--- src/hdl/tme_pkg.sv ---
// tme_pkg: shared types and constants of the trimmed mean engine
// used by tme_ctrl, tme_datapath, trimmed_mean_engine, tme_checker and tb_top; no dependencies
package tme_pkg;

   localparam int DefaultMaxValues = 1024;
   localparam int FracWidth        = 17;
   localparam logic [FracWidth-1:0] FRAC_ONE = 17'd65536;
   localparam logic [FracWidth-1:0] FRAC_MAX_RESET = 17'd65536;

   localparam logic REG_MIN_FRACTION = 1'b0;
   localparam logic REG_MAX_FRACTION = 1'b1;

   localparam logic [1:0] STATUS_OK      = 2'd0;
   localparam logic [1:0] STATUS_EMPTY   = 2'd1;
   localparam logic [1:0] STATUS_DROPPED = 2'd2;

   typedef enum logic [3:0] {
      ST_IDLE,
      ST_PREV_RD,
      ST_CMP,
      ST_PLACE,
      ST_RANK_MUL,
      ST_RANK_SET,
      ST_SUM_RD,
      ST_SUM_ACC,
      ST_DIV_INIT,
      ST_DIV_STEP,
      ST_OUTPUT
   } state_type;

   typedef struct packed {
      logic accept;
      logic rd_prev;
      logic shift;
      logic place;
      logic rank_mul;
      logic rank_set;
      logic sum_rd;
      logic sum_acc;
      logic div_init;
      logic div_step;
      logic finish;
   } cmd_type;

   typedef struct packed {
      logic full;
      logic empty;
      logic last;
      logic gt;
      logic pos_one;
      logic sel_bad;
      logic sum_end;
      logic div_end;
      logic out_free;
   } status_type;

endpackage

--- src/hdl/tme_ctrl.sv ---
// tme_ctrl: sequencer for insertion, rank, sum, divide and result phases
// depends on tme_pkg
module tme_ctrl
   import tme_pkg::*;
(
   input  logic       clock,
   input  logic       reset,
   input  logic       req_valid,
   output logic       req_stall,
   input  status_type status,
   output cmd_type    cmd
);

   state_type state_ff, state_in;

   always_ff @(posedge clock) begin
      if (reset) begin
         state_ff <= ST_IDLE;
      end else begin
         state_ff <= state_in;
      end
   end

   always_comb begin
      state_in = state_ff;
      unique case (state_ff)
         ST_IDLE: begin
            if (req_valid) begin
               if (status.full) begin
                  state_in = status.last ? ST_RANK_MUL : ST_IDLE;
               end else if (status.empty) begin
                  state_in = ST_PLACE;
               end else begin
                  state_in = ST_PREV_RD;
               end
            end
         end
         ST_PREV_RD: state_in = ST_CMP;
         ST_CMP: begin
            if (status.gt && !status.pos_one) begin
               state_in = ST_PREV_RD;
            end else begin
               state_in = ST_PLACE;
            end
         end
         ST_PLACE:    state_in = status.last ? ST_RANK_MUL : ST_IDLE;
         ST_RANK_MUL: state_in = ST_RANK_SET;
         ST_RANK_SET: state_in = status.sel_bad ? ST_OUTPUT : ST_SUM_RD;
         ST_SUM_RD:   state_in = ST_SUM_ACC;
         ST_SUM_ACC:  state_in = status.sum_end ? ST_DIV_INIT : ST_SUM_RD;
         ST_DIV_INIT: state_in = ST_DIV_STEP;
         ST_DIV_STEP: state_in = status.div_end ? ST_OUTPUT : ST_DIV_STEP;
         ST_OUTPUT:   state_in = status.out_free ? ST_IDLE : ST_OUTPUT;
         default:     state_in = ST_IDLE;
      endcase
   end

   always_comb begin
      cmd       = '0;
      req_stall = 1'b1;
      unique case (state_ff)
         ST_IDLE: begin
            req_stall  = 1'b0;
            cmd.accept = req_valid;
         end
         ST_PREV_RD:  cmd.rd_prev  = 1'b1;
         ST_CMP:      cmd.shift    = status.gt;
         ST_PLACE:    cmd.place    = 1'b1;
         ST_RANK_MUL: cmd.rank_mul = 1'b1;
         ST_RANK_SET: cmd.rank_set = 1'b1;
         ST_SUM_RD:   cmd.sum_rd   = 1'b1;
         ST_SUM_ACC:  cmd.sum_acc  = 1'b1;
         ST_DIV_INIT: cmd.div_init = 1'b1;
         ST_DIV_STEP: cmd.div_step = 1'b1;
         ST_OUTPUT:   cmd.finish   = status.out_free;
         default:     cmd          = '0;
      endcase
   end

endmodule

--- config.mk ---
export PLATFORM = sky130hd
export DESIGN_NAME = tme_ctrl
export DESIGN_NICKNAME = d
export VERILOG_FILES = /design/src/hdl/tme_pkg.sv /design/src/hdl/tme_ctrl.sv
export SDC_FILE = /design/constraint.sdc
export NUM_CORES = 1
export LEC_CHECK = 0
export ABC_AREA = 1
export BUFFER_PORTS_ARGS = -buffer_cell sky130_fd_sc_hd__buf_2
export CORE_AREA = 2 2 39 41
export CTS_BUF_LIST = sky130_fd_sc_hd__clkbuf_4 sky130_fd_sc_hd__clkbuf_8 sky130_fd_sc_hd__clkbuf_16
export CTS_CLUSTER_SIZE = 40
export DETAILED_ROUTE_END_ITERATION = 8
export DIE_AREA = 0 0 41 43
export MAX_ROUTING_LAYER = met4
export SETUP_SLACK_MARGIN = 0.3
export SYNTH_ARGS = -nofsm -noshare
export SYNTH_HDL_FRONTEND = slang
export SYNTH_SLANG_ARGS = --single-unit
--- constraint.sdc ---
create_clock -name clock -period 1.1 [get_ports clock]
set_clock_uncertainty 0.05 [all_clocks]
set_input_delay 0.22 -clock clock [delete_from_list [all_inputs] [get_ports clock]]
set_output_delay 0.22 -clock clock [all_outputs]
set_load 0.05 [all_outputs]
==> results of run 1 <==
through the flow:
| stage | instance area, um2 | setup TNS [ps] |
|---|---|---|
| after CTS | 949.7 | -4119 |
| after detailed placement | 765.7 | -2111 |
| after global routing | 1049 | -5556 |
| final | 1049 | -4651 |
| after floorplan | 563.0 | -1573 |
| after global placement | 765.7 | -2073 |
synthesized netlist by cell type:
master                     instances
sky130_fd_sc_hd__o21ai_1           1
sky130_fd_sc_hd__dfxtp_1           4
sky130_fd_sc_hd__inv_1            15
sky130_fd_sc_hd__inv_2             1
sky130_fd_sc_hd__o21ai_0           1
sky130_fd_sc_hd__nand3_1          10
sky130_fd_sc_hd__nor2_1           18
sky130_fd_sc_hd__nor2_2            4
sky130_fd_sc_hd__a21boi_0          1
sky130_fd_sc_hd__nand2_1          14
sky130_fd_sc_hd__nand2_2           1
sky130_fd_sc_hd__nor3_1            4
sky130_fd_sc_hd__o211ai_2          1
critical path: stages (launching register included):
cell and delay, ps:
sky130_fd_sc_hd__dfxtp_4 380, sky130_fd_sc_hd__nor2_4 220, sky130_fd_sc_hd__nand2_2 110, sky130_fd_sc_hd__nor2_4 110, sky130_fd_sc_hd__buf_8 150
kinds of logic after synthesis:
logic type             Yosys count  share of synthesized area, %
flip-flops                       4                         20.45
AO/OA/AOI/OAI                    4                         7.665
buffers and inverters           16                         15.33
AND/OR/NAND/NOR                 51                         56.55
cell usage in the layout, fill, tap and decap left out:
master	instances
sky130_fd_sc_hd__buf_2	11
sky130_fd_sc_hd__nor2_4	9
sky130_fd_sc_hd__dfxtp_4	4
sky130_fd_sc_hd__nand3_1	7
sky130_fd_sc_hd__inv_4	1
sky130_fd_sc_hd__o211ai_4	1
sky130_fd_sc_hd__buf_4	14
sky130_fd_sc_hd__o21ai_1	1
sky130_fd_sc_hd__nand2_1	6
sky130_fd_sc_hd__nand3_4	1
sky130_fd_sc_hd__buf_6	12
sky130_fd_sc_hd__nand2_4	2
sky130_fd_sc_hd__nand2_2	4
sky130_fd_sc_hd__nand2_8	3
sky130_fd_sc_hd__nor3_4	3
sky130_fd_sc_hd__inv_2	1
sky130_fd_sc_hd__nor2_2	1
sky130_fd_sc_hd__nor2_1	12
sky130_fd_sc_hd__nor3_2	1
sky130_fd_sc_hd__buf_8	5
sky130_fd_sc_hd__inv_1	9
sky130_fd_sc_hd__a21boi_1	1
sky130_fd_sc_hd__nand3_2	2
sky130_fd_sc_hd__inv_6	2
sky130_fd_sc_hd__clkbuf_4	3
sky130_fd_sc_hd__o21ai_2	1
sky130_fd_sc_hd__clkinvlp_4	3
cell type report:
cell class              instances  area, um2
multi-input cells              55      456.7
repair buffers                 42      370.4
fillers                       106      335.3
flip-flops and latches          4      95.09
inverters                      16      83.83
clock buffers                   3      22.52
well taps                      16      20.02
routing by layer:
layer / GRT usage, % / up-vias / wire length, um
met4: 6.000 / 0 / 0
li1: - / 324 / -
met3: 3.141 / 0 / 48
met2: 30.00 / 13 / 903
met5: - / - / 0
met1: 22.33 / 282 / 573
timing repair:
action	in CTS	in global routing
setup endpoints to repair	16	16
endpoints found under the hold margin	0	0
pin swaps	15	20
resized for setup	38	12
buffers inserted	4	6
path summary, 6_finish.rpt:
| kind | endpoint | cells after the start |
|---|---|---|
| max | cmd[8] | 4 |
| min | state_ff[3] | 2 |
| max reg2reg | state_ff[0] | 7 |
| min reg2reg | state_ff[3] | 3 |
power groups by stage:
stage / Sequential [mW] / Combinational, mW / Clock, mW
2_1_floorplan: 0.230 / 0.423 / 0
5_1_grt: 0.240 / 0.813 / 0.198
3_3_place_gp: 0.230 / 0.591 / 0
4_1_cts: 0.233 / 0.709 / 0.188
6_report: 0.236 / 0.766 / 0.176
3_5_place_dp: 0.230 / 0.588 / 0
==> impl_metrics.json, run 1 <==
{
  "area_of_the_die_um2": 1763,
  "hold_viol_final": 0,
  "run_status": "complete, but fails checks",
  "critical_path_class": "reg2out",
  "floorplan.initialDensity_pct": 28.30,
  "clock_root_buffer": "sky130_fd_sc_hd__clkbuf_4",
  "area_growth_syn_to_layout_pct": 167.7,
  "distinct_cells_synth": 13,
  "grt_use_total_pct": 18.56,
  "relSlewSlack_pct": 82.97,
  "netlist_area_um2": 391.6,
  "rsz0062_at_grt": "yes",
  "largest_reg_flops": 4,
  "worstSkewPairLatency_ps": 230,
  "worstMarginPinSlew_ps": 253.7,
  "finish.utilization_pct": 75.77,
  "timing.reg2reg.setup_slack_ps": -230,
  "crit-reg2reg-launch": "state_ff[2]",
  "setup.worst_path.start_class": "flip-flop",
  "detailedRoute.firstPassIterationCount": 2,
  "design.final.nets": 134,
  "synth.top_cell.area_share_pct": 20.45,
  "critical_path_arrival_ps": 1200,
  "clkPwrFrac_pct": 15.0,
  "routed_wirelength_mm": 1.525,
  "comb_power_share_pct": 65.0,
  "critical_path_required_ps": 830,
  "coreArea_um2": 1384,
  "numClockSinks": 4,
  "report.final.setup_viol": 16,
  "p_switching_mw": 0.5510,
  "finalCritPeriodShare_pct": 133.7,
  "worst_hold_startpoint": "reset",
  "setup_slack_ps": -371.2,
  "clock_path_buffers": 2,
  "fmaxAchievable_mhz": 679.7,
  "post_route_cells_drive_above_1_share_pct": 70.00,
  "cap_violations": 0,
  "n_antenna_cell": 0,
  "total_of_hold_buffers_inserted_after_clock_tree_synthesis": 0,
  "leakage_nw": 0.5010,
  "irDropWorstVdd_mv": 0.7708,
  "drtIter0Drc": 7,
  "cts_clock_pin_slew_for_the_worst_setup_and_hold_paths_ps": 40,
  "synthTopCellsByArea": "sky130_fd_sc_hd__dfxtp_1 20%, sky130_fd_sc_hd__nor2_1 17%, sky130_fd_sc_hd__inv_1 14%",
  "violations": "setup timing",
  "fp.dieW_um": 41,
  "preCtsSetupSlack_ps": -229.8,
  "port_buffers": 23,
  "synth_top_cell_by_area": "sky130_fd_sc_hd__dfxtp_1",
  "holdCritPathClass": "in2reg",
  "die_height_um": 43,
  "cts_inserted_buffers": 3,
  "share_seq_of_total_power_pct": 20.0,
  "power_density_nw_per_um2": 1124,
  "internal_power_mw": 0.6272,
  "clock_tree.htree_level_count": 1,
  "number_of_global_route_vias_before_repair": 563,
  "via_total_after_detailed_routing": 619,
  "grt_antenna_before_repair": 0,
  "layout_top_registers": "state_ff (4)",
  "overall_power_mw": 1.178,
  "postSynthNetCount": 87,
  "dr_wl_cell_um": 11.21,
  "p_sw_share_pct": 46.77,
  "synth_sequential_area_ratio_pct": 20.45,
  "syn_inst": 75,
  "gr-total-overflow": 0,
  "remaining_drc_errors": 0,
  "pin_count": 24,
  "gpl.final_weighted_congestion": 0.8024,
  "yosysWarnings": 0,
  "postRouteAntennaNets": 0,
  "worst_setup_path_startpoint": "state_ff[2]",
  "placementRows": 14,
  "worst-path-max-fanout": 5,
  "maximum_number_of_pins_on_one_net_before_global_route_repair": 8,
  "type_of_destination_of_the_critical_path": "output port",
  "max_flop_register": "state_ff",
  "placedCellCount": 123,
  "grt_first_pass_wirelength_mm": 2.180,
  "hold_slack_ps": 106.2,
  "timing.final.crit_period_ps": 1471,
  "final_cells": 136,
  "cts_tree": "built",
  "syn_avg_cell_area_um2": 5.222,
  "drt-vias-per-instance": 4.551,
  "ys_seq_elements": 4,
  "fin_max_slew_vios": 0,
  "hpwlAfterDp_mm": 1.017
}
Power figures use the tool's default switching activity.
==> run 2: changes to the inputs <==
--- a/config.mk
+++ b/config.mk
@@ -17,3 +17,4 @@
 export SYNTH_ARGS = -nofsm -noshare
 export SYNTH_HDL_FRONTEND = slang
 export SYNTH_SLANG_ARGS = --single-unit
+export TNS_END_PERCENT = 30
==> impl_metrics.json, run 2 (synthesis results as in run 1) <==
{
  "numClockSinks": 4,
  "via_total_after_detailed_routing": 602,
  "fmaxAchievable_mhz": 696.9,
  "critical_path_required_ps": 830,
  "clock_tree.htree_level_count": 1,
  "irDropWorstVdd_mv": 0.8081,
  "preCtsSetupSlack_ps": -239.3,
  "critical_path.reg2reg.endpoint": "state_ff[1]",
  "worstMarginPinSlew_ps": 307.5,
  "layout_top_registers": "state_ff (4)",
  "clock_root_buffer": "sky130_fd_sc_hd__clkbuf_4",
  "critical_path_class": "reg2out",
  "port_buffers": 23,
  "timing.reg2reg.setup_slack_ps": -200,
  "type_of_destination_of_the_critical_path": "output port",
  "hold_slack_ps": 97.27,
  "rsz0062_at_grt": "yes",
  "cts_inserted_buffers": 3,
  "multi_input_comb_area_um2": 385.4,
  "finalCritPeriodShare_pct": 130.4,
  "grt_first_pass_wirelength_mm": 2.304,
  "grt_use_total_pct": 19.28,
  "comb_power_share_pct": 63.2,
  "fp.dieW_um": 41,
  "violations": "setup timing",
  "sequential_area_um2": 95.09,
  "drtIter0Drc": 15,
  "crit-reg2reg-launch": "state_ff[2]",
  "cap_violations": 0,
  "highest_layer_used_for_signal_routing": "met4",
  "worstSkewPairLatency_ps": 230,
  "hold_viol_final": 0,
  "number_of_global_route_vias_before_repair": 573,
  "setup_slack_ps": -334.8,
  "largest_reg_flops": 4,
  "layout.cells.most_common": "sky130_fd_sc_hd__buf_4",
  "met3WireLength_um": 60,
  "clock_path_buffers": 2,
  "worst-path-max-fanout": 7,
  "layout_common_cells": "13 x sky130_fd_sc_hd__buf_4, 12 x sky130_fd_sc_hd__inv_1, 12 x sky130_fd_sc_hd__nor2_1",
  "cts_tree": "built",
  "placementRows": 14,
  "gr-total-overflow": 0,
  "whs_endpoint": "state_ff[3]",
  "fin_max_slew_vios": 0,
  "grt_antenna_before_repair": 0,
  "setup.worst_path.start_class": "flip-flop",
  "design.final.nets": 130,
  "post_route_cells_drive_above_1_share_pct": 60.34,
  "timing.final.crit_period_ps": 1435,
  "finish.utilization_pct": 66.18,
  "clkPwrFrac_pct": 16.0,
  "detailedRoute.firstPassIterationCount": 4,
  "cts_clock_pin_slew_for_the_worst_setup_and_hold_paths_ps": 40,
  "power_density_nw_per_um2": 1211,
  "final_cells": 132,
  "worst_hold_startpoint": "reset",
  "p_switching_mw": 0.5091,
  "share_seq_of_total_power_pct": 20.7,
  "holdCritPathClass": "in2reg",
  "n_antenna_cell": 0,
  "placedCellCount": 122,
  "floorplan.initialDensity_pct": 28.30,
  "hpwlAfterDp_um": 973.5,
  "max_flop_register": "state_ff",
  "routed_wirelength_mm": 1.384,
  "finalSetupTns_ps": -4037,
  "report.final.setup_viol": 16,
  "relSlewSlack_pct": 79.29,
  "met2_wirelength_um": 777,
  "drt-vias-per-instance": 4.561,
  "die_height_um": 43,
  "area_growth_syn_to_layout_pct": 133.9,
  "wl_met1_um": 533,
  "run_status": "complete, but fails checks",
  "dr_wl_cell_um": 10.48,
  "pin_count": 24,
  "postRouteAntennaNets": 0,
  "worst-r2r-cell-count": 6,
  "remaining_drc_errors": 0,
  "maximum_number_of_pins_on_one_net_before_global_route_repair": 8,
  "internal_power_mw": 0.6002,
  "gpl.final_weighted_congestion": 0.8182,
  "coreArea_um2": 1384,
  "critical_path_arrival_ps": 1160,
  "area_of_the_die_um2": 1763,
  "holdPathStages": 2,
  "p_sw_share_pct": 45.89,
  "leakage_nw": 0.4668,
  "fillCellCount": 121
}
-- run 2: changes by cell type in the layout (fill, tap and decap cells not counted), moves of 2 or more --
cell,previous run,this run
sky130_fd_sc_hd__inv_4,1,3
sky130_fd_sc_hd__buf_6,12,10
sky130_fd_sc_hd__inv_6,2,0
sky130_fd_sc_hd__nand2_8,3,0
sky130_fd_sc_hd__clkinvlp_4,3,0
sky130_fd_sc_hd__nand3_2,2,0
sky130_fd_sc_hd__nand3_1,7,10
sky130_fd_sc_hd__inv_1,9,12
sky130_fd_sc_hd__nand2_1,6,9
-- run 2: power by group through the flow --
stage | sequential [mW] | clock [mW] | combinational, mW
finish | 0.230 | 0.178 | 0.701
global placement | 0.214 | 0 | 0.526
floorplan | 0.212 | 0 | 0.374
global route | 0.233 | 0.203 | 0.751
detailed placement | 0.214 | 0 | 0.526
CTS | 0.226 | 0.189 | 0.685
-- run 2: per-layer routing --
metal  GRT usage (%)  up-vias
met3           3.141        3
met2           30.94       19
met1           22.98      263
met5               -        -
met4           7.333        0
li1                -      317
-- run 2: area by class of cell --
class	instances	area share, %
clock buffers	3	2.459
inverters	16	7.377
multi-input cells	55	42.08
flip-flops and latches	4	10.38
well taps	16	2.186
repair buffers	38	35.52
-- run 2: through the flow --
stage,instance area (um2),power [mW]
final,915.9,1.109
after global routing,915.9,1.187
after CTS,894.6,1.100
after detailed placement,705.7,0.7394
after global placement,705.7,0.7391
after floorplan,510.5,0.5869
-- run 2: worst max-delay path, cell delays in order, from the launching register on --
cell and delay (ps):
sky130_fd_sc_hd__dfxtp_4 420, sky130_fd_sc_hd__inv_4 60, sky130_fd_sc_hd__nor2_4 110, sky130_fd_sc_hd__nand2_2 90, sky130_fd_sc_hd__nor2_4 90, sky130_fd_sc_hd__buf_6 160
-- run 2: what timing repair did --
item / in CTS / in global routing
pin swaps: 10 / 1
hold buffers: 0 / 0
setup buffers: 6 / 1
endpoints found under the setup margin: 16 / 16
gates resized for setup: 37 / 4
-- run 2: worst max path at each step --
stage / endpoint / startpoint / depth (start not counted)
finish: cmd[8] / state_ff[1] / 5
global placement: cmd[8] / state_ff[1] / 5
floorplan: cmd[0] / state_ff[3] / 4
CTS: cmd[8] / state_ff[2] / 4
global route: cmd[8] / state_ff[1] / 5
detailed placement: cmd[8] / state_ff[1] / 5
==> run 3: changes to the inputs <==
--- a/config.mk
+++ b/config.mk
@@ -8,7 +8,8 @@
 export ABC_AREA = 1
 export BUFFER_PORTS_ARGS = -buffer_cell sky130_fd_sc_hd__buf_2
 export CORE_AREA = 2 2 39 41
-export CTS_BUF_LIST = sky130_fd_sc_hd__clkbuf_4 sky130_fd_sc_hd__clkbuf_8 sky130_fd_sc_hd__clkbuf_16
+export CTS_BUF_LIST = sky130_fd_sc_hd__clkbuf_16
+export CTS_CLUSTER_DIAMETER = 80
 export CTS_CLUSTER_SIZE = 40
 export DETAILED_ROUTE_END_ITERATION = 8
 export DIE_AREA = 0 0 41 43
==> impl_metrics.json, run 3 (synthesis results as in run 1) <==
{
  "run_status": "complete, but fails checks",
  "violations": "setup timing",
  "cts_tree": "built",
  "clock_tree.htree_level_count": 1,
  "area_of_the_die_um2": 1763,
  "numClockSinks": 4,
  "cts_inserted_buffers": 3,
  "critical_path_class": "reg2out",
  "postRouteAntennaNets": 0,
  "detailedRoute.firstPassIterationCount": 5,
  "placedCellCount": 122,
  "power_density_nw_per_um2": 1552,
  "preCtsSetupSlack_ps": -239.3,
  "port_buffers": 23,
  "worst-path-max-fanout": 7,
  "setup.worst_path.start_class": "flip-flop",
  "maximum_number_of_pins_on_one_net_before_global_route_repair": 8,
  "fmaxAchievable_mhz": 698.6,
  "crit-reg2reg-launch": "state_ff[2]",
  "worst_setup_path_startpoint": "state_ff[1]",
  "setup_slack_ps": -331.4,
  "clock_path_buffers": 2,
  "setup.worst_path.end": "cmd[8]",
  "irDropWorstVdd_mv": 1.620,
  "fillCellCount": 115,
  "clock_root_buffer": "sky130_fd_sc_hd__clkbuf_16",
  "floorplan.initialDensity_pct": 28.30,
  "gpl.final_weighted_congestion": 0.8182,
  "critical_path_arrival_ps": 1160,
  "timing.final.crit_period_ps": 1431,
  "worstMarginPinSlew_ps": 307.4,
  "type_of_destination_of_the_critical_path": "output port",
  "holdPathStages": 2,
  "fp.dieW_um": 41,
  "critical_path.reg2reg.endpoint": "state_ff[1]",
  "final_cells": 132,
  "finalCritPeriodShare_pct": 130.1,
  "area_growth_syn_to_layout_pct": 147.3,
  "hold_viol_final": 0,
  "critical_path_required_ps": 830,
  "cap_violations": 0,
  "gr-total-overflow": 0,
  "hpwlAfterDp_um": 973.5,
  "via_total_after_detailed_routing": 614,
  "drt-vias-per-instance": 4.652,
  "largest_reg_flops": 4,
  "holdCritPathClass": "in2reg",
  "layout_common_cells": "13 x sky130_fd_sc_hd__buf_4, 12 x sky130_fd_sc_hd__inv_1, 12 x sky130_fd_sc_hd__nor2_1",
  "grt_use_total_pct": 20.82,
  "layout.cells.most_common": "sky130_fd_sc_hd__buf_4",
  "layout_top_registers": "state_ff (4)",
  "worstSkewPairLatency_ps": 230,
  "rsz0062_at_grt": "yes",
  "fin_max_slew_vios": 0,
  "coreArea_um2": 1384,
  "overall_power_mw": 1.503,
  "leakage_nw": 0.4900,
  "max_flop_register": "state_ff",
  "timing.reg2reg.setup_slack_ps": -200,
  "post_route_cells_drive_above_1_share_pct": 60.34,
  "grt_first_pass_wirelength_mm": 2.387,
  "worst-r2r-cell-count": 6,
  "routed_wirelength_mm": 1.432,
  "cts_clock_pin_slew_for_the_worst_setup_and_hold_paths_ps": 30,
  "drtIter0Drc": 11,
  "placementRows": 14,
  "design.final.nets": 130,
  "n_antenna_cell": 0,
  "pin_count": 24,
  "remaining_drc_errors": 0,
  "dr_wl_cell_um": 10.85,
  "grt_antenna_before_repair": 0,
  "relSlewSlack_pct": 79.29,
  "number_of_global_route_vias_before_repair": 591,
  "report.final.setup_viol": 16,
  "die_height_um": 43
}
run 3: metal layers:
layer	track usage (%)	share of wire (%)
met1	23.62	35
met2	30.00	54
met3	5.236	6.2
met4	15.33	4.5
met5	-	0
run 3: per-stage QoR:
stage / util [%] / hold slack, ps / cell area (um2) / setup TNS (ps)
final: 69.98 / 104.6 / 968.4 / -3959
after global routing: 69.98 / 119.3 / 968.4 / -4806
after CTS: 68.26 / 100.6 / 944.7 / -4042
after detailed placement: 50.99 / 335.4 / 705.7 / -2109
after global placement: 50.99 / 336.1 / 705.7 / -2048
after floorplan: - / 232.7 / 510.5 / -1758
run 3: power breakdown:
| part | internal [mW] | total (mW) | leakage, nW | switching [mW] |
|---|---|---|---|---|
| sequential | 0.168 | 0.231 | 0.0356 | 0.0630 |
| clock | 0.465 | 0.569 | 0.0370 | 0.105 |
| combinational | 0.311 | 0.703 | 0.417 | 0.392 |
run 3: worst max-delay path, cell delays in order, from the launching register on:
cell	delay (ps)
sky130_fd_sc_hd__dfxtp_4	420
sky130_fd_sc_hd__inv_4	60
sky130_fd_sc_hd__nor2_4	110
sky130_fd_sc_hd__nand2_2	90
sky130_fd_sc_hd__nor2_4	90
sky130_fd_sc_hd__buf_6	160
run 3: area by class of cell:
type | count | area (um2) | share of cell area, %
sequential | 4 | 95.09 | 9.819
inverter | 16 | 67.56 | 6.977
multi-input combinational | 55 | 385.4 | 39.79
tap | 16 | 20.02 | 2.067
clock buffer | 3 | 75.07 | 7.752
timing repair buffer | 38 | 325.3 | 33.59
run 3: worst min-delay path by stage:
stage                      from          end  slack [ps]
after floorplan           reset  state_ff[3]         230
after global routing      reset  state_ff[3]         120
final                     reset  state_ff[3]         100
after global placement    reset  state_ff[3]         340
after detailed placement  reset  state_ff[3]         340
after CTS                 reset  state_ff[3]         100
run 3: what timing repair did:
item,CTS,global route
setup buffers,6,1
hold buffers,0,0
pin swaps,9,2
gates resized for setup,36,5
gates cloned,0,0
endpoints found under the setup margin,16,16
